**config.mk**
```make
export PLATFORM = sky130hd
export DESIGN_NAME = physical_page_allocator
export DESIGN_NICKNAME = d
export VERILOG_FILES = /design/src/design/ppa_pkg.sv /design/src/design/ppa_queue.sv /design/src/design/ppa_front.sv /design/src/design/ppa_back.sv /design/src/design/physical_page_allocator.sv
export VERILOG_INCLUDE_DIRS = /design/src /design/src/design
export SDC_FILE = /design/constraint.sdc
export NUM_CORES = 2
export LEC_CHECK = 0
export BUFFER_PORTS_ARGS = -buffer_cell sky130_fd_sc_hd__buf_2
export CORE_MARGIN = 8
export CORE_UTILIZATION = 50
export DETAILED_ROUTE_END_ITERATION = 8
export PLACE_DENSITY = 0.65
export SETUP_SLACK_MARGIN = 0.15
export SLEW_MARGIN = 20
export SYNTH_ARGS = -nofsm -noshare
export SYNTH_HDL_FRONTEND = slang
export SYNTH_MEMORY_MAX_BITS = 65536
export SYNTH_SLANG_ARGS = --single-unit
```
**constraint.sdc**
```tcl
create_clock -name clock -period 19.8 [get_ports clock]
set_clock_uncertainty 0.2 [all_clocks]
set_input_delay 1.98 -clock clock [delete_from_list [all_inputs] [get_ports clock]]
set_output_delay 1.98 -clock clock [all_outputs]
set_load 0.05 [all_outputs]
```
**src/design/physical_page_allocator_assert.svh**
```systemverilog
// Assertion helpers for the page allocator.
`ifndef PHYSICAL_PAGE_ALLOCATOR_ASSERT_SVH
`define PHYSICAL_PAGE_ALLOCATOR_ASSERT_SVH

// Same-cycle implication.
`define PPA_ASSERT_IMPLY(name, clk, rst, ante, cons) \
   name: assert property (@(posedge clk) disable iff (rst) (ante) |-> (cons)) \
      else $error("page allocator assertion failed");

// Next-cycle implication.
`define PPA_ASSERT_NEXT(name, clk, rst, ante, cons) \
   name: assert property (@(posedge clk) disable iff (rst) (ante) |=> (cons)) \
      else $error("page allocator assertion failed");

`endif

```
**src/design/ppa_pkg.sv**
```systemverilog
`timescale 1ns / 1ps
package ppa_pkg;

   localparam int unsigned CFG_W      = 13;
   localparam int unsigned MAP_WORD_W = 64;
   localparam int unsigned MAP_BIT_W  = 6;

   localparam logic [CFG_W-1:0] PAGE_TOTAL_RESET = 13'd4096;
   localparam logic [CFG_W-1:0] FIRST_PAGE_RESET = 13'd0;
   localparam logic [CFG_W-1:0] FREE_RESET       = 13'd4096;

   typedef enum logic {
      FUNC_ALLOC   = 1'b0,
      FUNC_RELEASE = 1'b1
   } func_type;

   typedef enum logic {
      REG_PAGE_TOTAL = 1'b0,
      REG_FIRST_PAGE = 1'b1
   } reg_index_type;

   typedef enum logic [2:0] {
      STATUS_OK          = 3'd0,
      STATUS_NO_MEMORY   = 3'd1,
      STATUS_BAD_ADDRESS = 3'd2,
      STATUS_NOT_IN_USE  = 3'd3,
      STATUS_COUNT_ERROR = 3'd4
   } status_type;

   typedef enum logic [1:0] {
      CMD_ALLOC   = 2'd0,
      CMD_RELEASE = 2'd1,
      CMD_REJECT  = 2'd2
   } cmd_kind_type;

   typedef struct packed {
      logic        func;
      logic [31:0] page_address;
   } req_type;

   typedef struct packed {
      logic [31:0]      granted_address;
      logic [2:0]       status;
      logic [CFG_W-1:0] pages_free;
   } rsp_type;

   typedef struct packed {
      logic [CFG_W-1:0] page_total;
      logic [CFG_W-1:0] first_page;
      logic             reload;
   } cfg_type;

   function automatic logic [CFG_W-1:0] search_limit(input logic [CFG_W-1:0] total,
                                                     input int unsigned max_pages);
      logic [31:0] total_ext;
      total_ext = 32'(total);
      if (total_ext < max_pages) begin
         return total;
      end else begin
         return CFG_W'(max_pages);
      end
   endfunction

endpackage

```
**src/design/ppa_queue.sv**
```systemverilog
`timescale 1ns / 1ps
module ppa_queue #(
   parameter int unsigned WIDTH = 8
) (
   input  logic             clock,
   input  logic             reset,
   input  logic             push,
   input  logic [WIDTH-1:0] data_in,
   output logic             full,
   input  logic             pop,
   output logic [WIDTH-1:0] data_out,
   output logic             empty
);

   logic [WIDTH-1:0] slot_ff [2];
   logic             wr_ptr_ff, wr_ptr_in;
   logic             rd_ptr_ff, rd_ptr_in;
   logic [1:0]       count_ff, count_in;
   logic             do_push, do_pop;

   assign full     = count_ff == 2'd2;
   assign empty    = count_ff == 2'd0;
   assign data_out = slot_ff[rd_ptr_ff];
   assign do_push  = push && !full;
   assign do_pop   = pop && !empty;

   always_comb begin
      wr_ptr_in = do_push ? !wr_ptr_ff : wr_ptr_ff;
      rd_ptr_in = do_pop ? !rd_ptr_ff : rd_ptr_ff;
      unique case ({do_push, do_pop})
         2'b10:   count_in = count_ff + 2'd1;
         2'b01:   count_in = count_ff - 2'd1;
         default: count_in = count_ff;
      endcase
   end

   always_ff @(posedge clock) begin
      if (reset) begin
         wr_ptr_ff <= 1'b0;
         rd_ptr_ff <= 1'b0;
         count_ff  <= 2'd0;
      end else begin
         wr_ptr_ff <= wr_ptr_in;
         rd_ptr_ff <= rd_ptr_in;
         count_ff  <= count_in;
      end
   end

   always_ff @(posedge clock) begin
      if (do_push) begin
         slot_ff[wr_ptr_ff] <= data_in;
      end
   end

endmodule

```
**src/design/ppa_front.sv**
```systemverilog
`timescale 1ns / 1ps
module ppa_front import ppa_pkg::*; #(
   parameter int unsigned MAX_PAGES  = 4096,
   parameter int unsigned PAGE_SHIFT = 12,
   parameter int unsigned PW         = 12
) (
   input  logic             clock,
   input  logic             reset,
   input  logic             csr_we,
   input  logic             csr_index,
   input  logic [CFG_W-1:0] csr_wdata,
   input  req_type          req_data,
   output cmd_kind_type     cmd_kind,
   output logic [PW-1:0]    cmd_page,
   output cfg_type          cfg
);

   localparam logic [31:0] LOW_MASK = 32'((64'd1 << PAGE_SHIFT) - 64'd1);

   logic [CFG_W-1:0] page_total_ff, page_total_in;
   logic [CFG_W-1:0] first_page_ff, first_page_in;
   logic             reload_ff, reload_in;
   logic [CFG_W-1:0] limit;
   logic [31:0]      page_index;
   logic             aligned, in_range;

   always_comb begin
      page_total_in = page_total_ff;
      first_page_in = first_page_ff;
      reload_in     = csr_we;
      if (csr_we) begin
         unique case (reg_index_type'(csr_index))
            REG_PAGE_TOTAL: page_total_in = csr_wdata;
            REG_FIRST_PAGE: first_page_in = csr_wdata;
         endcase
      end
   end

   always_ff @(posedge clock) begin
      if (reset) begin
         page_total_ff <= PAGE_TOTAL_RESET;
         first_page_ff <= FIRST_PAGE_RESET;
         reload_ff     <= 1'b0;
      end else begin
         page_total_ff <= page_total_in;
         first_page_ff <= first_page_in;
         reload_ff     <= reload_in;
      end
   end

   // classify: bad releases are settled here and only reported by the back end
   always_comb begin
      limit      = search_limit(page_total_ff, MAX_PAGES);
      page_index = req_data.page_address >> PAGE_SHIFT;
      aligned    = (req_data.page_address & LOW_MASK) == 32'd0;
      in_range   = page_index >= 32'(first_page_ff) && page_index < 32'(limit);
      priority if (req_data.func == FUNC_ALLOC) begin
         cmd_kind = CMD_ALLOC;
      end else if (aligned && in_range) begin
         cmd_kind = CMD_RELEASE;
      end else begin
         cmd_kind = CMD_REJECT;
      end
      cmd_page = PW'(page_index);
   end

   assign cfg = '{page_total: page_total_ff, first_page: first_page_ff, reload: reload_ff};

endmodule

```
**src/design/ppa_back.sv**
```systemverilog
`timescale 1ns / 1ps
`include "physical_page_allocator_assert.svh"
module ppa_back import ppa_pkg::*; #(
   parameter int unsigned MAX_PAGES  = 4096,
   parameter int unsigned PAGE_SHIFT = 12,
   parameter int unsigned PW         = 12
) (
   input  logic          clock,
   input  logic          reset,
   input  cfg_type       cfg,
   input  logic          cmd_empty,
   input  cmd_kind_type  cmd_kind,
   input  logic [PW-1:0] cmd_page,
   output logic          cmd_pop,
   input  logic          rsp_full,
   output logic          rsp_push,
   output rsp_type       rsp_data,
   output logic          clearing
);

   localparam int unsigned WORDS = (MAX_PAGES + MAP_WORD_W - 1) / MAP_WORD_W;
   localparam int unsigned AW    = (WORDS > 1) ? $clog2(WORDS) : 1;
   localparam logic [AW-1:0] LAST_ADDR = AW'(WORDS - 1);
   localparam logic [MAP_WORD_W-1:0] ONE_BIT = {{(MAP_WORD_W-1){1'b0}}, 1'b1};

   typedef enum logic [2:0] {
      S_CLEAR,
      S_IDLE,
      S_SCAN,
      S_REL_CHECK,
      S_REPLY
   } state_type;

   // one bit per page: a page's use count is only ever zero or one
   logic [MAP_WORD_W-1:0] map_mem [WORDS];
   logic [MAP_WORD_W-1:0] rdata_ff;
   logic                  mem_we;
   logic [AW-1:0]         mem_waddr, mem_raddr;
   logic [MAP_WORD_W-1:0] mem_wdata;

   state_type        state_ff, state_in;
   logic [AW-1:0]    scan_addr_ff, scan_addr_in;
   logic             issue_ff, issue_in;
   logic             chk_ff, chk_in;
   logic [AW-1:0]    chk_addr_ff, chk_addr_in;
   logic [PW-1:0]    cmd_page_ff, cmd_page_in;
   logic [CFG_W-1:0] free_ff, free_in;
   rsp_type          rsp_ff, rsp_in;

   logic [CFG_W-1:0]      limit, last_page, reload_value;
   logic                  range_empty;
   logic [AW-1:0]         first_word, last_word, head_word, rel_word;
   logic [MAP_BIT_W-1:0]  first_bit, last_bit, hit_bit, rel_bit;
   logic [MAP_WORD_W-1:0] lo_mask, hi_mask, free_bits, hit_onehot, rel_onehot;
   logic                  hit;
   logic [PW-1:0]         hit_page;
   logic [CFG_W:0]        new_free;

   always_comb begin
      limit        = search_limit(cfg.page_total, MAX_PAGES);
      range_empty  = limit <= cfg.first_page;
      last_page    = limit - 13'd1;
      first_word   = AW'(cfg.first_page >> MAP_BIT_W);
      last_word    = AW'(last_page >> MAP_BIT_W);
      first_bit    = cfg.first_page[MAP_BIT_W-1:0];
      last_bit     = last_page[MAP_BIT_W-1:0];
      reload_value = (cfg.first_page >= cfg.page_total) ? '0
                                                        : cfg.page_total - cfg.first_page;
      head_word    = AW'(cmd_page >> MAP_BIT_W);
      rel_word     = AW'(cmd_page_ff >> MAP_BIT_W);
      rel_bit      = cmd_page_ff[MAP_BIT_W-1:0];
      rel_onehot   = ONE_BIT << rel_bit;
      new_free     = {1'b0, free_ff} + 14'd1;

      lo_mask   = (chk_addr_ff == first_word) ? ({MAP_WORD_W{1'b1}} << first_bit)
                                              : {MAP_WORD_W{1'b1}};
      hi_mask   = (chk_addr_ff == last_word)
                ? ({MAP_WORD_W{1'b1}} >> (MAP_BIT_W'(MAP_WORD_W - 1) - last_bit))
                : {MAP_WORD_W{1'b1}};
      free_bits = ~rdata_ff & lo_mask & hi_mask;
      hit       = |free_bits;
      hit_bit   = '0;
      for (int i = MAP_WORD_W - 1; i >= 0; i--) begin
         if (free_bits[i]) begin
            hit_bit = MAP_BIT_W'(i);
         end
      end
      hit_page   = PW'({chk_addr_ff, hit_bit});
      hit_onehot = ONE_BIT << hit_bit;
   end

   always_comb begin
      state_in     = state_ff;
      scan_addr_in = scan_addr_ff;
      issue_in     = issue_ff;
      chk_in       = 1'b0;
      chk_addr_in  = chk_addr_ff;
      cmd_page_in  = cmd_page_ff;
      free_in      = free_ff;
      rsp_in       = rsp_ff;
      cmd_pop      = 1'b0;
      mem_we       = 1'b0;
      mem_waddr    = chk_addr_ff;
      mem_wdata    = rdata_ff;
      mem_raddr    = scan_addr_ff;

      unique case (state_ff)
         S_CLEAR: begin
            mem_we    = 1'b1;
            mem_waddr = scan_addr_ff;
            mem_wdata = '0;
            if (scan_addr_ff == LAST_ADDR) begin
               state_in = S_IDLE;
            end else begin
               scan_addr_in = scan_addr_ff + 1'b1;
            end
         end
         S_IDLE: begin
            mem_raddr = head_word;
            if (!cmd_empty) begin
               cmd_pop                = 1'b1;
               cmd_page_in            = cmd_page;
               rsp_in.granted_address = '0;
               rsp_in.pages_free      = free_ff;
               unique case (cmd_kind)
                  CMD_ALLOC: begin
                     if (range_empty) begin
                        rsp_in.status = STATUS_NO_MEMORY;
                        state_in      = S_REPLY;
                     end else begin
                        scan_addr_in = first_word;
                        issue_in     = 1'b1;
                        state_in     = S_SCAN;
                     end
                  end
                  CMD_RELEASE: state_in = S_REL_CHECK;
                  default: begin
                     rsp_in.status = STATUS_BAD_ADDRESS;
                     state_in      = S_REPLY;
                  end
               endcase
            end
         end
         S_SCAN: begin
            if (issue_ff) begin
               chk_in       = 1'b1;
               chk_addr_in  = scan_addr_ff;
               scan_addr_in = scan_addr_ff + 1'b1;
               issue_in     = scan_addr_ff != last_word;
            end
            if (chk_ff) begin
               if (hit) begin
                  state_in = S_REPLY;
                  issue_in = 1'b0;
                  chk_in   = 1'b0;
                  if (free_ff == '0) begin
                     rsp_in.status          = STATUS_COUNT_ERROR;
                     rsp_in.granted_address = '0;
                     rsp_in.pages_free      = free_ff;
                  end else begin
                     mem_we                 = 1'b1;
                     mem_waddr              = chk_addr_ff;
                     mem_wdata              = rdata_ff | hit_onehot;
                     free_in                = free_ff - 13'd1;
                     rsp_in.status          = STATUS_OK;
                     rsp_in.granted_address = 32'(hit_page) << PAGE_SHIFT;
                     rsp_in.pages_free      = free_ff - 13'd1;
                  end
               end else if (chk_addr_ff == last_word) begin
                  state_in               = S_REPLY;
                  issue_in               = 1'b0;
                  chk_in                 = 1'b0;
                  rsp_in.status          = STATUS_NO_MEMORY;
                  rsp_in.granted_address = '0;
                  rsp_in.pages_free      = free_ff;
               end
            end
         end
         S_REL_CHECK: begin
            state_in               = S_REPLY;
            rsp_in.granted_address = '0;
            rsp_in.pages_free      = free_ff;
            priority if (!rdata_ff[rel_bit]) begin
               rsp_in.status = STATUS_NOT_IN_USE;
            end else if (new_free == '0 || new_free >= {1'b0, cfg.page_total}) begin
               rsp_in.status = STATUS_COUNT_ERROR;
            end else begin
               mem_we            = 1'b1;
               mem_waddr         = rel_word;
               mem_wdata         = rdata_ff & ~rel_onehot;
               free_in           = new_free[CFG_W-1:0];
               rsp_in.status     = STATUS_OK;
               rsp_in.pages_free = new_free[CFG_W-1:0];
            end
         end
         S_REPLY: begin
            if (!rsp_full) begin
               state_in = S_IDLE;
            end
         end
         default: state_in = S_IDLE;
      endcase

      if (cfg.reload) begin
         free_in = reload_value;
      end
   end

   always_ff @(posedge clock) begin
      if (reset) begin
         state_ff     <= S_CLEAR;
         scan_addr_ff <= '0;
         issue_ff     <= 1'b0;
         chk_ff       <= 1'b0;
         free_ff      <= FREE_RESET;
      end else begin
         state_ff     <= state_in;
         scan_addr_ff <= scan_addr_in;
         issue_ff     <= issue_in;
         chk_ff       <= chk_in;
         free_ff      <= free_in;
      end
      chk_addr_ff <= chk_addr_in;
      cmd_page_ff <= cmd_page_in;
      rsp_ff      <= rsp_in;
   end

   always_ff @(posedge clock) begin
      if (mem_we) begin
         map_mem[mem_waddr] <= mem_wdata;
      end
      rdata_ff <= map_mem[mem_raddr];
   end

   assign rsp_push = state_ff == S_REPLY && !rsp_full;
   assign rsp_data = rsp_ff;
   assign clearing = state_ff == S_CLEAR;

   `PPA_ASSERT_NEXT(a_issue_stop, clock, reset,
      state_ff == S_SCAN && issue_ff && scan_addr_ff == last_word, !issue_ff)
   `PPA_ASSERT_NEXT(a_reply_idle, clock, reset, rsp_push, state_ff == S_IDLE)
   `PPA_ASSERT_NEXT(a_alloc_dec, clock, reset,
      state_ff == S_SCAN && mem_we && !cfg.reload, free_ff == $past(free_ff) - 13'd1)
   `PPA_ASSERT_IMPLY(a_grant_ok, clock, reset,
      rsp_push && rsp_ff.granted_address != '0, rsp_ff.status == STATUS_OK)

endmodule

```
**src/design/physical_page_allocator.sv**
```systemverilog
`timescale 1ns / 1ps
// Path from accept to result: the front end classifies a request, the command queue holds it,
// and the back end pops it; a rejected release or an allocate on an empty range goes straight
// to the reply state, a release passes through the release check, and an allocate scans the
// map words (64 pages per word, one word read per cycle from the map memory) before replying.
// The back end serves one request at a time; up to two requests queue ahead of it and two
// results wait behind it. Reset: synchronous; the page map is cleared word by word with full
// held high; registers return to page_total 4096, first page 0, free 4096.
module physical_page_allocator import ppa_pkg::*; #(
   parameter int unsigned MAX_PAGES  = 4096,
   parameter int unsigned PAGE_SHIFT = 12
) (
   input  logic             clock,
   input  logic             reset,
   input  logic             push,
   output logic             full,
   input  req_type          req_data,
   output logic             empty,
   input  logic             pop,
   output rsp_type          rsp_data,
   input  logic             csr_we,
   input  logic             csr_index,
   input  logic [CFG_W-1:0] csr_wdata
);

   localparam int unsigned PW    = $clog2(MAX_PAGES);
   localparam int unsigned KW    = $bits(cmd_kind_type);
   localparam int unsigned CMD_W = KW + PW;
   localparam int unsigned RSP_W = $bits(rsp_type);

   cmd_kind_type     front_kind, back_kind;
   logic [PW-1:0]    front_page, back_page;
   cfg_type          cfg;
   logic             cmd_full, cmd_empty, cmd_pop, cmd_push;
   logic [CMD_W-1:0] cmd_out;
   logic             rsp_full, rsp_push, clearing;
   rsp_type          back_rsp;
   logic [RSP_W-1:0] rsp_out;

   assign full      = cmd_full || clearing;
   assign cmd_push  = push && !full;
   assign back_kind = cmd_kind_type'(cmd_out[CMD_W-1 -: KW]);
   assign back_page = cmd_out[PW-1:0];
   assign rsp_data  = rsp_type'(rsp_out);

   ppa_front #(
      .MAX_PAGES  (MAX_PAGES),
      .PAGE_SHIFT (PAGE_SHIFT),
      .PW         (PW)
   ) u_front (
      .clock     (clock),
      .reset     (reset),
      .csr_we    (csr_we),
      .csr_index (csr_index),
      .csr_wdata (csr_wdata),
      .req_data  (req_data),
      .cmd_kind  (front_kind),
      .cmd_page  (front_page),
      .cfg       (cfg)
   );

   ppa_queue #(
      .WIDTH (CMD_W)
   ) u_cmd_queue (
      .clock    (clock),
      .reset    (reset),
      .push     (cmd_push),
      .data_in  ({front_kind, front_page}),
      .full     (cmd_full),
      .pop      (cmd_pop),
      .data_out (cmd_out),
      .empty    (cmd_empty)
   );

   ppa_back #(
      .MAX_PAGES  (MAX_PAGES),
      .PAGE_SHIFT (PAGE_SHIFT),
      .PW         (PW)
   ) u_back (
      .clock     (clock),
      .reset     (reset),
      .cfg       (cfg),
      .cmd_empty (cmd_empty),
      .cmd_kind  (back_kind),
      .cmd_page  (back_page),
      .cmd_pop   (cmd_pop),
      .rsp_full  (rsp_full),
      .rsp_push  (rsp_push),
      .rsp_data  (back_rsp),
      .clearing  (clearing)
   );

   ppa_queue #(
      .WIDTH (RSP_W)
   ) u_rsp_queue (
      .clock    (clock),
      .reset    (reset),
      .push     (rsp_push),
      .data_in  (back_rsp),
      .full     (rsp_full),
      .pop      (pop),
      .data_out (rsp_out),
      .empty    (empty)
   );

endmodule

```
==> results.yml <==
pwr:
  sw_frac_of_total: 0.334
  power.leakage_nw: 64.0
  power.clock.fraction: 0.258
  power.switching_mw: 10.1
  power_mw: 30.2
  internal-power_mw: 20.1
  p_per_area_nw_per_um2: 154
  seqPwrFrac: 0.402
  ir_drop_v: 0.000193
  p_comb_frac: 0.339
global_routing:
  overflow: 0
  grt_usage: 0.265
  grt_max_degree: 132
  grt_pass1_wl_um: 695000
  grt_antenna_before_repair: 22
  grt_pass1_vias: 91447
logic_synthesis:
  synth.distinct_cells: 106
  syn-cell-area_sq_um: 175000
  synth-seq-cells: 4351
  async_reset_ff_frac: 0
  synth_top_area_cell: "edfxtp_1"
  synth_top_flop_cell: "edfxtp_1"
  synth_warnings: 0
  synth.area.top_cells: "edfxtp_1 73%, mux4_2 13%, a211oi_1 2.0%"
  netlist_instances: 8898
  ys_seq_area_frac: 0.741
  yosysTopAreaCellShare: 0.727
  syn_area_per_cell_sq_um: 19.6
  synth-edff-count: 4226
clocking:
  clk_pin_slew_ns: 0.07
  cts_inserted_buffers: 429
  cts_resized: 0
  cts_tree: "yes"
  cts_hold_buffers: 0
  h-tree-depth: 5
  clk_latency_ns: 1.01
  cts_root_buf: "clkbuf_16"
  numClockSinks: 4351
  postCtsSetupRepairBufs: 0
  clockBufferDepth: 4
floorplan:
  initial_utilization: 0.501
  dieArea_sq_um: 368000
  fp.coreArea_sq_um: 348000
  rows: 217
  num_io_pins: 102
  die_h_um: 607
  die_x_um: 607
final_layout:
  drive_gt1_frac: 0.240
  layout_common_cells: "4226 x edfxtp_1, 1045 x mux4_2, 472 x a211oi_1"
  final_util: 0.563
  final_common_cell: "edfxtp_1"
  fillers: 25600
  area_delta_synth_final_pct: 12.4
  nets: 9320
routing:
  drc: 0
  wl_per_cell_um: 34.9
  viasPerCell: 6.55
  wl_um: 495000
  via_count: 92846
  drtAntennaViolNets: 0
  dr.pass1.iters: 7
  drt_iter0_markers: 10955
sta:
  rsz0062_at_grt: "no"
  slew_headroom: 0.171
  whs_ns: 0.231
  worst_slack_ns: 11.65
  drv_slew: 0
  fin_crit_ns: 8.15
  post-route-period-util: 0.412
  setup_viol: 0
  worst_pin_slew_ns: 1.24
  timing.setup.tns_ns: 0
  hold_viol: 0
  fmax_mhz: 123
critical_path:
  startpoint_type: "flip-flop"
  crit_type: "reg2reg"
  critPathArrivalTime_ns: 8.60
  crit_fanout: 64
  critPathRequiredTime_ns: 20.25
  rrSetupSlack_ns: 11.65
  end_kind: "flip-flop"
min_path:
  min_path_type: "reg2reg"
place:
  post-place-ws_ns: 11.97
  gp_congestion: 0.956
  io_buffers: 81
  dp.final_hpwl_um: 287000
flow_run:
  maxCapViolCount: 0
status:
  status: "finished clean"
## path summary, 6_finish.rpt
check	startpoint	depth (start not counted)	to
worst min-delay path	u_back.rsp_data[39]	0	u_rsp_queue.slot_ff[0][39]
worst max-delay path	u_front.page_total_ff[12]	17	u_back.map_mem[7][29]
worst min register to register	u_back.rsp_data[39]	0	u_rsp_queue.slot_ff[0][39]
worst max register to register	u_front.page_total_ff[12]	17	u_back.map_mem[7][29]
## power by group through the flow
stage                     clock network (mW)  logic [mW]  registers [mW]
after detailed placement                   0        10.3            12.3
after floorplan                            0        6.74            12.3
after CTS                               7.92        10.4            12.2
after global placement                     0        10.2            12.3
final                                   7.81        10.3            12.2
after global routing                    8.26        10.9            12.2
## Yosys cell counts, types with 28 or more instances
master / instances
inv_1: 65
mux2i_1: 266
nor3_1: 95
a21o_1: 29
ha_1: 72
o21ai_0: 188
nor2b_1: 275
mux4_2: 1045
a211oi_1: 472
nand2b_1: 28
buf_1: 135
nand2_1: 195
nor2_1: 189
xnor2_1: 37
clkbuf_1: 390
dfxtp_1: 125
a21oi_1: 462
mux2_2: 41
edfxtp_1: 4226
nand3_1: 49
## cell type report
cell class | count | area [sq um] | share of cell area
sequential | 4351 | 129000 | 0.660
multi-input combinational | 3931 | 44000 | 0.224
clock buffer | 580 | 11600 | 0.0590
tap | 4599 | 5750 | 0.0293
timing repair buffer | 415 | 3240 | 0.0165
clock inverter | 210 | 1890 | 0.00962
inverter | 67 | 251 | 0.00128
antenna | 18 | 45.0 | 0.000230
## cell families after synthesis
group | after synthesis | synth area share
other | 1 | 0.0000215
AOI/OAI and AO/OA | 1437 | 0.0535
DFF | 4351 | 0.741
buffers and inverters | 635 | 0.0144
and+or+nand+nor | 993 | 0.0301
adders and majority gates | 73 | 0.00527
muxes | 1352 | 0.153
xor gates and xnor gates | 56 | 0.00281
## worst max-delay path: stages (launching register included)
cell,delay (ns)
dfxtp_1,0.66
inv_2,0.28
nand2_1,0.24
ha_1,0.59
nand4bb_1,0.18
a21oi_1,0.51
nor2_2,0.06
buf_4,0.25
nor2_1,0.43
nand2_1,0.19
o41ai_1,0.55
nand3_2,0.24
nor4_4,0.47
or2b_1,0.29
nor3_1,0.89
nand3_1,0.74
o21ai_4,0.35
buf_4,0.62
## sequential cells by signal (all words and copies together), names as in the netlist, 12 cells and up, named ones only
signal,flops
u_back.map_mem,4096
u_cmd_queue.slot_ff,28
u_back.cmd_page_ff,12
u_front.first_page_ff,13
u_back.rsp_data,28
u_back.free_ff,13
u_rsp_queue.slot_ff,56
u_back.rdata_ff,64
u_front.page_total_ff,13
## per-layer routing
metal / vias to the layer above / track usage / share of wire
met5: - / 0 / 0.000075
met4: 4 / 0.0788 / 0.032
met3: 690 / 0.0474 / 0.086
met2: 4432 / 0.414 / 0.47
met1: 50078 / 0.385 / 0.41
li1: 37642 / - / -
## metrics by stage
stage               instance area, sq um  cells
global route                      196000  14155
floorplan                         175000   8917
finish                            196000  14171
detailed placement                183000  13358
CTS                               196000  14148
global placement                  183000  13358
No activity file was read; power rests on OpenSTA's default activity.
